**src/sla_pkg.sv**
```systemverilog
// shared constants and control/status types for the serial line assembler
package sla_pkg;

  // line store geometry
  localparam int LINE_CAPACITY = 64;
  localparam int STORE_DEPTH   = 64;
  localparam int ADDR_W        = $clog2(STORE_DEPTH);
  // count never exceeds the line limit, which stays below the store depth
  localparam int CNT_W         = ADDR_W;
  localparam int DATA_W        = 7;
  localparam int BYTE_W        = 8;

  localparam logic [CNT_W-1:0] LINE_LIMIT = CNT_W'(LINE_CAPACITY - 3);

  // character codes
  localparam logic [BYTE_W-1:0] CHAR_NUL = 8'd0;
  localparam logic [BYTE_W-1:0] CHAR_LF  = 8'd10;
  localparam logic [BYTE_W-1:0] CHAR_CR  = 8'd13;
  localparam logic [BYTE_W-1:0] PRINT_LO = 8'd32;
  localparam logic [BYTE_W-1:0] PRINT_HI = 8'd126;

  // commands from the controller
  typedef struct packed {
    logic store;    // write word into the store, bump count
    logic rd_en;    // read store at read index
    logic ld_data;  // load read data into output register, bump index
    logic ld_lf;    // load line feed into output register
    logic ld_cr;    // load closing carriage return, clear count and index
  } sla_cmd_t;

  // status back to the controller
  typedef struct packed {
    logic is_print;
    logic is_end;
    logic idx_done;
    logic out_free;
  } sla_sts_t;

endpackage

```
**src/sla_ram.sv**
```systemverilog
// generic single write port, single read port ram with registered read
module sla_ram #(
  parameter int WIDTH = 8,
  parameter int DEPTH = 64
) (
  input  logic                     clk_i,
  input  logic                     we_i,
  input  logic [$clog2(DEPTH)-1:0] waddr_i,
  input  logic [WIDTH-1:0]         wdata_i,
  input  logic                     re_i,
  input  logic [$clog2(DEPTH)-1:0] raddr_i,
  output logic [WIDTH-1:0]         rdata_o
);

  logic [WIDTH-1:0] mem_q [DEPTH];
  logic [WIDTH-1:0] rdata_q;

  always_ff @(posedge clk_i) begin
    if (we_i) begin
      mem_q[waddr_i] <= wdata_i;
    end
    if (re_i) begin
      rdata_q <= mem_q[raddr_i];
    end
  end

  assign rdata_o = rdata_q;

endmodule

```
**src/sla_ctrl.sv**
```systemverilog
// controller state machine for the serial line assembler
module sla_ctrl (
  input  logic             clk_i,
  input  logic             rst_ni,
  input  logic             in_valid_i,
  output logic             in_stall_o,
  input  sla_pkg::sla_sts_t sts_i,
  output sla_pkg::sla_cmd_t cmd_o
);

  localparam logic [2:0] S_IDLE = 3'd0;
  localparam logic [2:0] S_READ = 3'd1;
  localparam logic [2:0] S_LOAD = 3'd2;
  localparam logic [2:0] S_LF   = 3'd3;
  localparam logic [2:0] S_CR   = 3'd4;

  logic [2:0] state_q, state_d;
  logic       accept;

  assign in_stall_o = (state_q != S_IDLE);
  assign accept     = in_valid_i && !in_stall_o;

  always_comb begin
    state_d = state_q;
    cmd_o   = '0;
    case (state_q)
      S_IDLE: begin
        if (accept) begin
          cmd_o.store = sts_i.is_print;
          if (sts_i.is_end) begin
            state_d = S_READ;
          end
        end
      end
      S_READ: begin
        if (sts_i.idx_done) begin
          state_d = S_LF;
        end else begin
          cmd_o.rd_en = 1'b1;
          state_d     = S_LOAD;
        end
      end
      S_LOAD: begin
        if (sts_i.out_free) begin
          cmd_o.ld_data = 1'b1;
          state_d       = S_READ;
        end
      end
      S_LF: begin
        if (sts_i.out_free) begin
          cmd_o.ld_lf = 1'b1;
          state_d     = S_CR;
        end
      end
      S_CR: begin
        if (sts_i.out_free) begin
          cmd_o.ld_cr = 1'b1;
          state_d     = S_IDLE;
        end
      end
      default: begin
        state_d = S_IDLE;
      end
    endcase
  end

  always_ff @(posedge clk_i or negedge rst_ni) begin
    if (!rst_ni) begin
      state_q <= S_IDLE;
    end else begin
      state_q <= state_d;
    end
  end

endmodule

```
**src/sla_dp.sv**
```systemverilog
// datapath: byte decode, line store, count, read index and output register
module sla_dp (
  input  logic                          clk_i,
  input  logic                          rst_ni,
  input  logic [sla_pkg::BYTE_W-1:0]    rx_byte_i,
  input  sla_pkg::sla_cmd_t             cmd_i,
  output sla_pkg::sla_sts_t             sts_o,
  output logic                          out_valid_o,
  input  logic                          out_stall_i,
  output logic [sla_pkg::BYTE_W-1:0]    out_byte_o,
  output logic                          last_of_line_o
);

  logic [sla_pkg::CNT_W-1:0]  count_q, count_d;
  logic [sla_pkg::ADDR_W-1:0] idx_q, idx_d;
  logic [sla_pkg::DATA_W-1:0] rdata;
  logic [sla_pkg::CNT_W:0]    count_inc;
  logic                       is_print;
  logic                       out_valid_q, out_valid_d;
  logic [sla_pkg::BYTE_W-1:0] out_byte_q, out_byte_d;
  logic                       out_last_q, out_last_d;
  logic                       out_free;

  assign is_print  = rx_byte_i inside {[sla_pkg::PRINT_LO:sla_pkg::PRINT_HI]};
  assign count_inc = {1'b0, count_q} + 1'b1;
  assign out_free  = !out_valid_q || !out_stall_i;

  assign sts_o.is_print = is_print;
  // line ends on cr or nul, or when the stored word fills the line
  assign sts_o.is_end   = (rx_byte_i == sla_pkg::CHAR_CR) ||
                          (rx_byte_i == sla_pkg::CHAR_NUL) ||
                          (is_print && (count_inc >= {1'b0, sla_pkg::LINE_LIMIT}));
  assign sts_o.idx_done = (idx_q == count_q);
  assign sts_o.out_free = out_free;

  sla_ram #(
    .WIDTH(sla_pkg::DATA_W),
    .DEPTH(sla_pkg::STORE_DEPTH)
  ) u_store (
    .clk_i  (clk_i),
    .we_i   (cmd_i.store),
    .waddr_i(count_q),
    .wdata_i(rx_byte_i[sla_pkg::DATA_W-1:0]),
    .re_i   (cmd_i.rd_en),
    .raddr_i(idx_q),
    .rdata_o(rdata)
  );

  always_comb begin
    count_d = count_q;
    idx_d   = idx_q;
    if (cmd_i.ld_cr) begin
      count_d = '0;
      idx_d   = '0;
    end else begin
      if (cmd_i.store) begin
        count_d = count_inc[sla_pkg::CNT_W-1:0];
      end
      if (cmd_i.ld_data) begin
        idx_d = idx_q + 1'b1;
      end
    end
  end

  always_comb begin
    out_valid_d = out_valid_q && out_stall_i;
    out_byte_d  = out_byte_q;
    out_last_d  = out_last_q;
    if (cmd_i.ld_data) begin
      out_valid_d = 1'b1;
      out_byte_d  = {1'b0, rdata};
      out_last_d  = 1'b0;
    end else if (cmd_i.ld_lf) begin
      out_valid_d = 1'b1;
      out_byte_d  = sla_pkg::CHAR_LF;
      out_last_d  = 1'b0;
    end else if (cmd_i.ld_cr) begin
      out_valid_d = 1'b1;
      out_byte_d  = sla_pkg::CHAR_CR;
      out_last_d  = 1'b1;
    end
  end

  always_ff @(posedge clk_i or negedge rst_ni) begin
    if (!rst_ni) begin
      count_q     <= '0;
      idx_q       <= '0;
      out_valid_q <= 1'b0;
    end else begin
      count_q     <= count_d;
      idx_q       <= idx_d;
      out_valid_q <= out_valid_d;
    end
  end

  always_ff @(posedge clk_i) begin
    out_byte_q <= out_byte_d;
    out_last_q <= out_last_d;
  end

  assign out_valid_o    = out_valid_q;
  assign out_byte_o     = out_byte_q;
  assign last_of_line_o = out_last_q;

`ifndef SYNTHESIS
  a_load_only_when_free: assert property (@(posedge clk_i) disable iff (!rst_ni)
    (cmd_i.ld_data || cmd_i.ld_lf || cmd_i.ld_cr) |-> out_free)
    else $error("output register loaded while holding an untaken word");

  a_one_load: assert property (@(posedge clk_i) disable iff (!rst_ni)
    $onehot0({cmd_i.ld_data, cmd_i.ld_lf, cmd_i.ld_cr}))
    else $error("more than one output load in a cycle");

  a_count_bound: assert property (@(posedge clk_i) disable iff (!rst_ni)
    count_q <= sla_pkg::LINE_LIMIT)
    else $error("line count beyond line limit");

  a_store_not_in_flush: assert property (@(posedge clk_i) disable iff (!rst_ni)
    cmd_i.store |-> (idx_q == '0))
    else $error("store write while a line is being flushed");

  a_cr_closes_line: assert property (@(posedge clk_i) disable iff (!rst_ni)
    cmd_i.ld_cr |=> (out_valid_o && last_of_line_o && count_q == '0))
    else $error("closing carriage return not presented or count not cleared");
`endif

endmodule

```
**src/serial_line_assembler.sv**
```systemverilog
// top level of the serial line assembler: controller plus datapath
//
// Collects received words into a text line and replays the line on the
// output side. Printable words (32..126) go into a 64-entry line store;
// carriage return or nul ends the line, and so does the stored count
// reaching LINE_CAPACITY - 3. At the end of a line every stored word comes
// out in order, then line feed, then carriage return with last_of_line_o
// set, and the count clears; other control words are dropped silently.
// A word that does not end a line is taken without raising in_stall_o. A
// word that ends a line holds in_stall_o high while the line is flushed:
// each stored word is first read from the store, a registered read, and
// then loaded into the output register; line feed and carriage return
// follow. Output stalls lengthen the flush. Input stays stalled through
// the flush, so one line is handled at a time.
module serial_line_assembler (
  input  logic                       clk_i,
  input  logic                       rst_ni,
  // input channel
  input  logic                       in_valid_i,
  output logic                       in_stall_o,
  input  logic [sla_pkg::BYTE_W-1:0] rx_byte_i,
  // output channel
  output logic                       out_valid_o,
  input  logic                       out_stall_i,
  output logic [sla_pkg::BYTE_W-1:0] out_byte_o,
  output logic                       last_of_line_o
);

  // command and status between controller and datapath
  sla_pkg::sla_cmd_t cmd;
  sla_pkg::sla_sts_t sts;

  // sequencing: accept, flush reads, line feed, closing carriage return
  sla_ctrl u_ctrl (
    .clk_i     (clk_i),
    .rst_ni    (rst_ni),
    .in_valid_i(in_valid_i),
    .in_stall_o(in_stall_o),
    .sts_i     (sts),
    .cmd_o     (cmd)
  );

  // decode, line store, count and output register
  sla_dp u_dp (
    .clk_i         (clk_i),
    .rst_ni        (rst_ni),
    .rx_byte_i     (rx_byte_i),
    .cmd_i         (cmd),
    .sts_o         (sts),
    .out_valid_o   (out_valid_o),
    .out_stall_i   (out_stall_i),
    .out_byte_o    (out_byte_o),
    .last_of_line_o(last_of_line_o)
  );

endmodule

```
**config.mk**
```make
export PLATFORM = sky130hd
export DESIGN_NAME = serial_line_assembler
export DESIGN_NICKNAME = d
export VERILOG_FILES = /design/src/sla_pkg.sv /design/src/sla_ram.sv /design/src/sla_ctrl.sv /design/src/sla_dp.sv /design/src/serial_line_assembler.sv
export SDC_FILE = /design/constraint.sdc
export NUM_CORES = 1
export LEC_CHECK = 0
export BUFFER_PORTS_ARGS = -buffer_cell sky130_fd_sc_hd__buf_4
export CORE_MARGIN = 8
export CORE_UTILIZATION = 45
export DETAILED_ROUTE_END_ITERATION = 10
export GPL_TIMING_DRIVEN = 0
export HOLD_SLACK_MARGIN = 0.05
export SYNTH_ARGS = -nofsm -noshare
export SYNTH_HDL_FRONTEND = slang
export SYNTH_SLANG_ARGS = --single-unit
```
**constraint.sdc**
```tcl
create_clock -name clk_i -period 3 [get_ports clk_i]
set_input_delay 0.15 -clock clk_i [delete_from_list [all_inputs] [get_ports clk_i]]
set_output_delay 0.15 -clock clk_i [all_outputs]
set_load 0.01 [all_outputs]
```
==> results.sh <==
export IMPL_total_power_mw=19.0
export IMPL_timing_final_crit_share_pct=105
export IMPL_start_util_pct=45.5
export IMPL_status="finished, violations left"
export IMPL_finalNonFillerCells=1647
export IMPL_min_to="u_dp.u_store.mem_q[7][0]"
export IMPL_endpoint_kind="flop"
export IMPL_period_needed_ps=3140
export IMPL_r2r_cells=5
export IMPL_syn2layout_area_growth_pct=14.8
export IMPL_grt_overflow=0
export IMPL_final_setup_viol_count=112
export IMPL_drc=0
export IMPL_first_pass_iters=5
export IMPL_max_clock_path_buffers=3
export IMPL_fmax_ghz=0.319
export IMPL_detail_route_antenna_nets=0
export IMPL_drtIter0Drc=1037
export IMPL_crit_arrival_ps=3340
export IMPL_synth_area_um2=19100
export IMPL_ys_seq_area_share_pct=74.9
export IMPL_routed_via_density=6.11
export IMPL_grt_max_degree=68
export IMPL_grt_pass1_vias=9864
export IMPL_placed_cells=1554
export IMPL_final_util_pct=52.3
export IMPL_synth_edff_count=462
export IMPL_cts_buffers=49
export IMPL_r2r_setup_slack_ps=-140
export IMPL_multi_input_area_um2=4790
export IMPL_totalWireLength_mm=50.1
export IMPL_diodes=0
export IMPL_io_pins=23
export IMPL_r2r_end="u_dp.u_store.mem_q[54][5]"
export IMPL_fp_dieW_um=222
export IMPL_worstPathMaxFanout=10
export IMPL_num_fill_cells=3338
export IMPL_violations="negative setup slack"
export IMPL_row_count=75
export IMPL_cts_sinks=479
export IMPL_wl_per_cell_um=30.4
export IMPL_leakagePower_nw=6.85
export IMPL_vias=10060
export IMPL_worstMarginPinSlew_ps=1030
export IMPL_synth_most_common_cell="edfxtp_1"
export IMPL_cts_tree="done"
export IMPL_maxCapViolations=0
export IMPL_min_delay_path_depth=1
export IMPL_antenna_found_initial=1
export IMPL_crit_path_start_kind="flop"
export IMPL_cts_root_buf="clkbuf_16"
export IMPL_slew_headroom_pct=31.0
export IMPL_gp_congestion=0.950
export IMPL_crit_required_ps=3200
export IMPL_finClkSkew_ps=15.5
export IMPL_clk_pin_slew_worst_paths_ps=60
export IMPL_insertion_delay_ps=580
export IMPL_synthTopCellsByCount="edfxtp_1 (462), nor2_1 (100), mux4_2 (94)"
export IMPL_grt_total_usage_pct=20.3
export IMPL_ys_types=67
export IMPL_synth_top_area_cell="edfxtp_1"
export IMPL_fp_coreArea_um2=41900
export IMPL_synth_ff_type="edfxtp_1"
export IMPL_syn_avg_cell_area_um2=19.2
export IMPL_reg2reg_from="u_ctrl.state_q[0]"
export IMPL_min_from="rx_byte_i[0]"
export IMPL_postLayoutSetupSlackWorst_ps=-139
export IMPL_finalSetupTns_ps=-7930
export IMPL_syn_num_nets=1009
export IMPL_ff_latch_area_um2=14300
export IMPL_drive_gt1_share_pct=27.7
export IMPL_critical_path_class="flop to flop"
export IMPL_grt_pass1_wl_mm=72.3
export IMPL_grt_setup_unrepaired="yes"
export IMPL_synthArstFlopShare_pct=3.34
export IMPL_hold_viol_final=0
export IMPL_vdd_drop_max_uv=471
export IMPL_worstHoldPathType="input port to flop"
export IMPL_maxSlewViolCount=0
export IMPL_hpwl_mm=31.1
export IMPL_synth_top_area_share_pct=72.7
export IMPL_power_density_nw_per_um2=867
export IMPL_yosys_top_cells_area="edfxtp_1 (73%), mux4_2 (11%), mux2i_1 (2.9%)"
export IMPL_dieHeight_um=222
export IMPL_ys_warn_count=0
export IMPL_netlist_instances=994
export IMPL_htreeDepth=2
export IMPL_die_area_um2=49300
export IMPL_io_buffers=21
export IMPL_fin_nets=1086
export IMPL_ys_ff_latch=479
## kinds of logic (layout without fill, tap and decap cells)
| family | Yosys count | count (layout) | share of synthesized area [%] |
|---|---|---|---|
| compound gates | 94 | 94 | 3.70 |
| xor+xnor | 12 | 12 | 0.551 |
| simple gates | 191 | 191 | 4.56 |
| other cells | 1 | 1 | 0.0196 |
| mux | 152 | 152 | 14.2 |
| buf+inv | 62 | 176 | 1.93 |
| flops | 479 | 479 | 74.9 |
| fa+ha+maj | 3 | 3 | 0.197 |
## flip-flops by register name, summed over array words and instances (netlist names)
signal	cells
u_dp.u_store.mem_q	448
u_dp.out_byte_o	7
u_dp.u_store.rdata_o	7
u_dp.count_q	6
u_dp.idx_q	6
u_ctrl.state_q	3
u_dp.last_of_line_o	1
u_dp.out_valid_o	1
## through the flow
| step | hold slack, ps | cell area (um^2) | setup slack [ps] |
|---|---|---|---|
| 3_5_place_dp | 32.8 | 19900 | -561 |
| 3_3_place_gp | 28.2 | 19900 | -508 |
| 2_1_floorplan | -146 | 19100 | 774 |
| 6_report | 156 | 21900 | -139 |
| 5_1_grt | 189 | 21900 | -286 |
| 4_1_cts | 123 | 21700 | -243 |
## worst max-delay path by stage
stage / start / to / cells past startpoint
after global routing: u_ctrl.state_q[0] / u_dp.u_store.mem_q[54][5] / 5
after detailed placement: rx_byte_i[5] / u_dp.u_store.mem_q[27][5] / 6
after CTS: u_ctrl.state_q[0] / u_dp.u_store.mem_q[1][4] / 6
after floorplan: u_dp.idx_q[0] / u_dp.u_store.rdata_o[0] / 6
final: u_ctrl.state_q[0] / u_dp.u_store.mem_q[54][5] / 5
after global placement: rx_byte_i[5] / u_dp.u_store.mem_q[19][1] / 6
## cell type report
type / count / share of cell area, %
timing repair buffer: 26 / 0.925
clock buffer: 61 / 5.99
tap: 539 / 3.08
sequential: 479 / 65.2
multi-input combinational: 453 / 21.9
clock inverter: 27 / 1.20
buffer: 53 / 1.57
inverter: 9 / 0.154
## cells in the final DEF, fill, tap and decap left out, types with 7 or more instances in the layout
cell type / netlist / routed
clkinv_2: 0 / 8
o22ai_1: 11 / 11
a211oi_1: 7 / 7
nand2_1: 33 / 30
clkbuf_16: 0 / 51
o21ai_0: 17 / 17
nor2b_1: 7 / 7
clkbuf_1: 16 / 23
dfrtp_1: 16 / 16
mux4_2: 94 / 94
xor2_1: 7 / 7
nor2_2: 1 / 34
inv_1: 8 / 8
nand3_1: 13 / 10
clkinv_1: 1 / 10
buf_4: 6 / 30
edfxtp_1: 462 / 462
mux2i_1: 55 / 55
nor2_4: 0 / 32
nor2_1: 100 / 35
buf_2: 17 / 15
a21oi_1: 8 / 8
## layer usage
| metal | GRT usage, % | part of all wire (%) | up-vias |
|---|---|---|---|
| met5 | 0 | 0.024 | - |
| met4 | 6.46 | 2.5 | 2 |
| met1 | 29.1 | 43 | 5294 |
| met3 | 4.34 | 8.3 | 79 |
| li1 | - | - | 4200 |
| met2 | 30.9 | 46 | 485 |
## critical path: stages (launching register included)
cell	delay, ps
dfrtp_1	350
buf_2	180
nor3_2	330
o2111a_1	400
nand3_1	790
nor2_2	700
## report_power, final
| part | internal (mW) | switching, mW |
|---|---|---|
| combinational | 2.06 | 3.24 |
| clock | 3.53 | 2.51 |
| sequential | 7.58 | 0.0827 |
| total | 13.2 | 5.84 |
## repair_timing
action	4_1_cts	5_1_grt
setup endpoints to repair	378	451
cloned	0	0
setup buffers	0	2
gates resized for setup	57	58
hold buffers	3	0
endpoints found under the hold margin	18	0
pin swaps	0	1
Power figures use the tool's default switching activity.
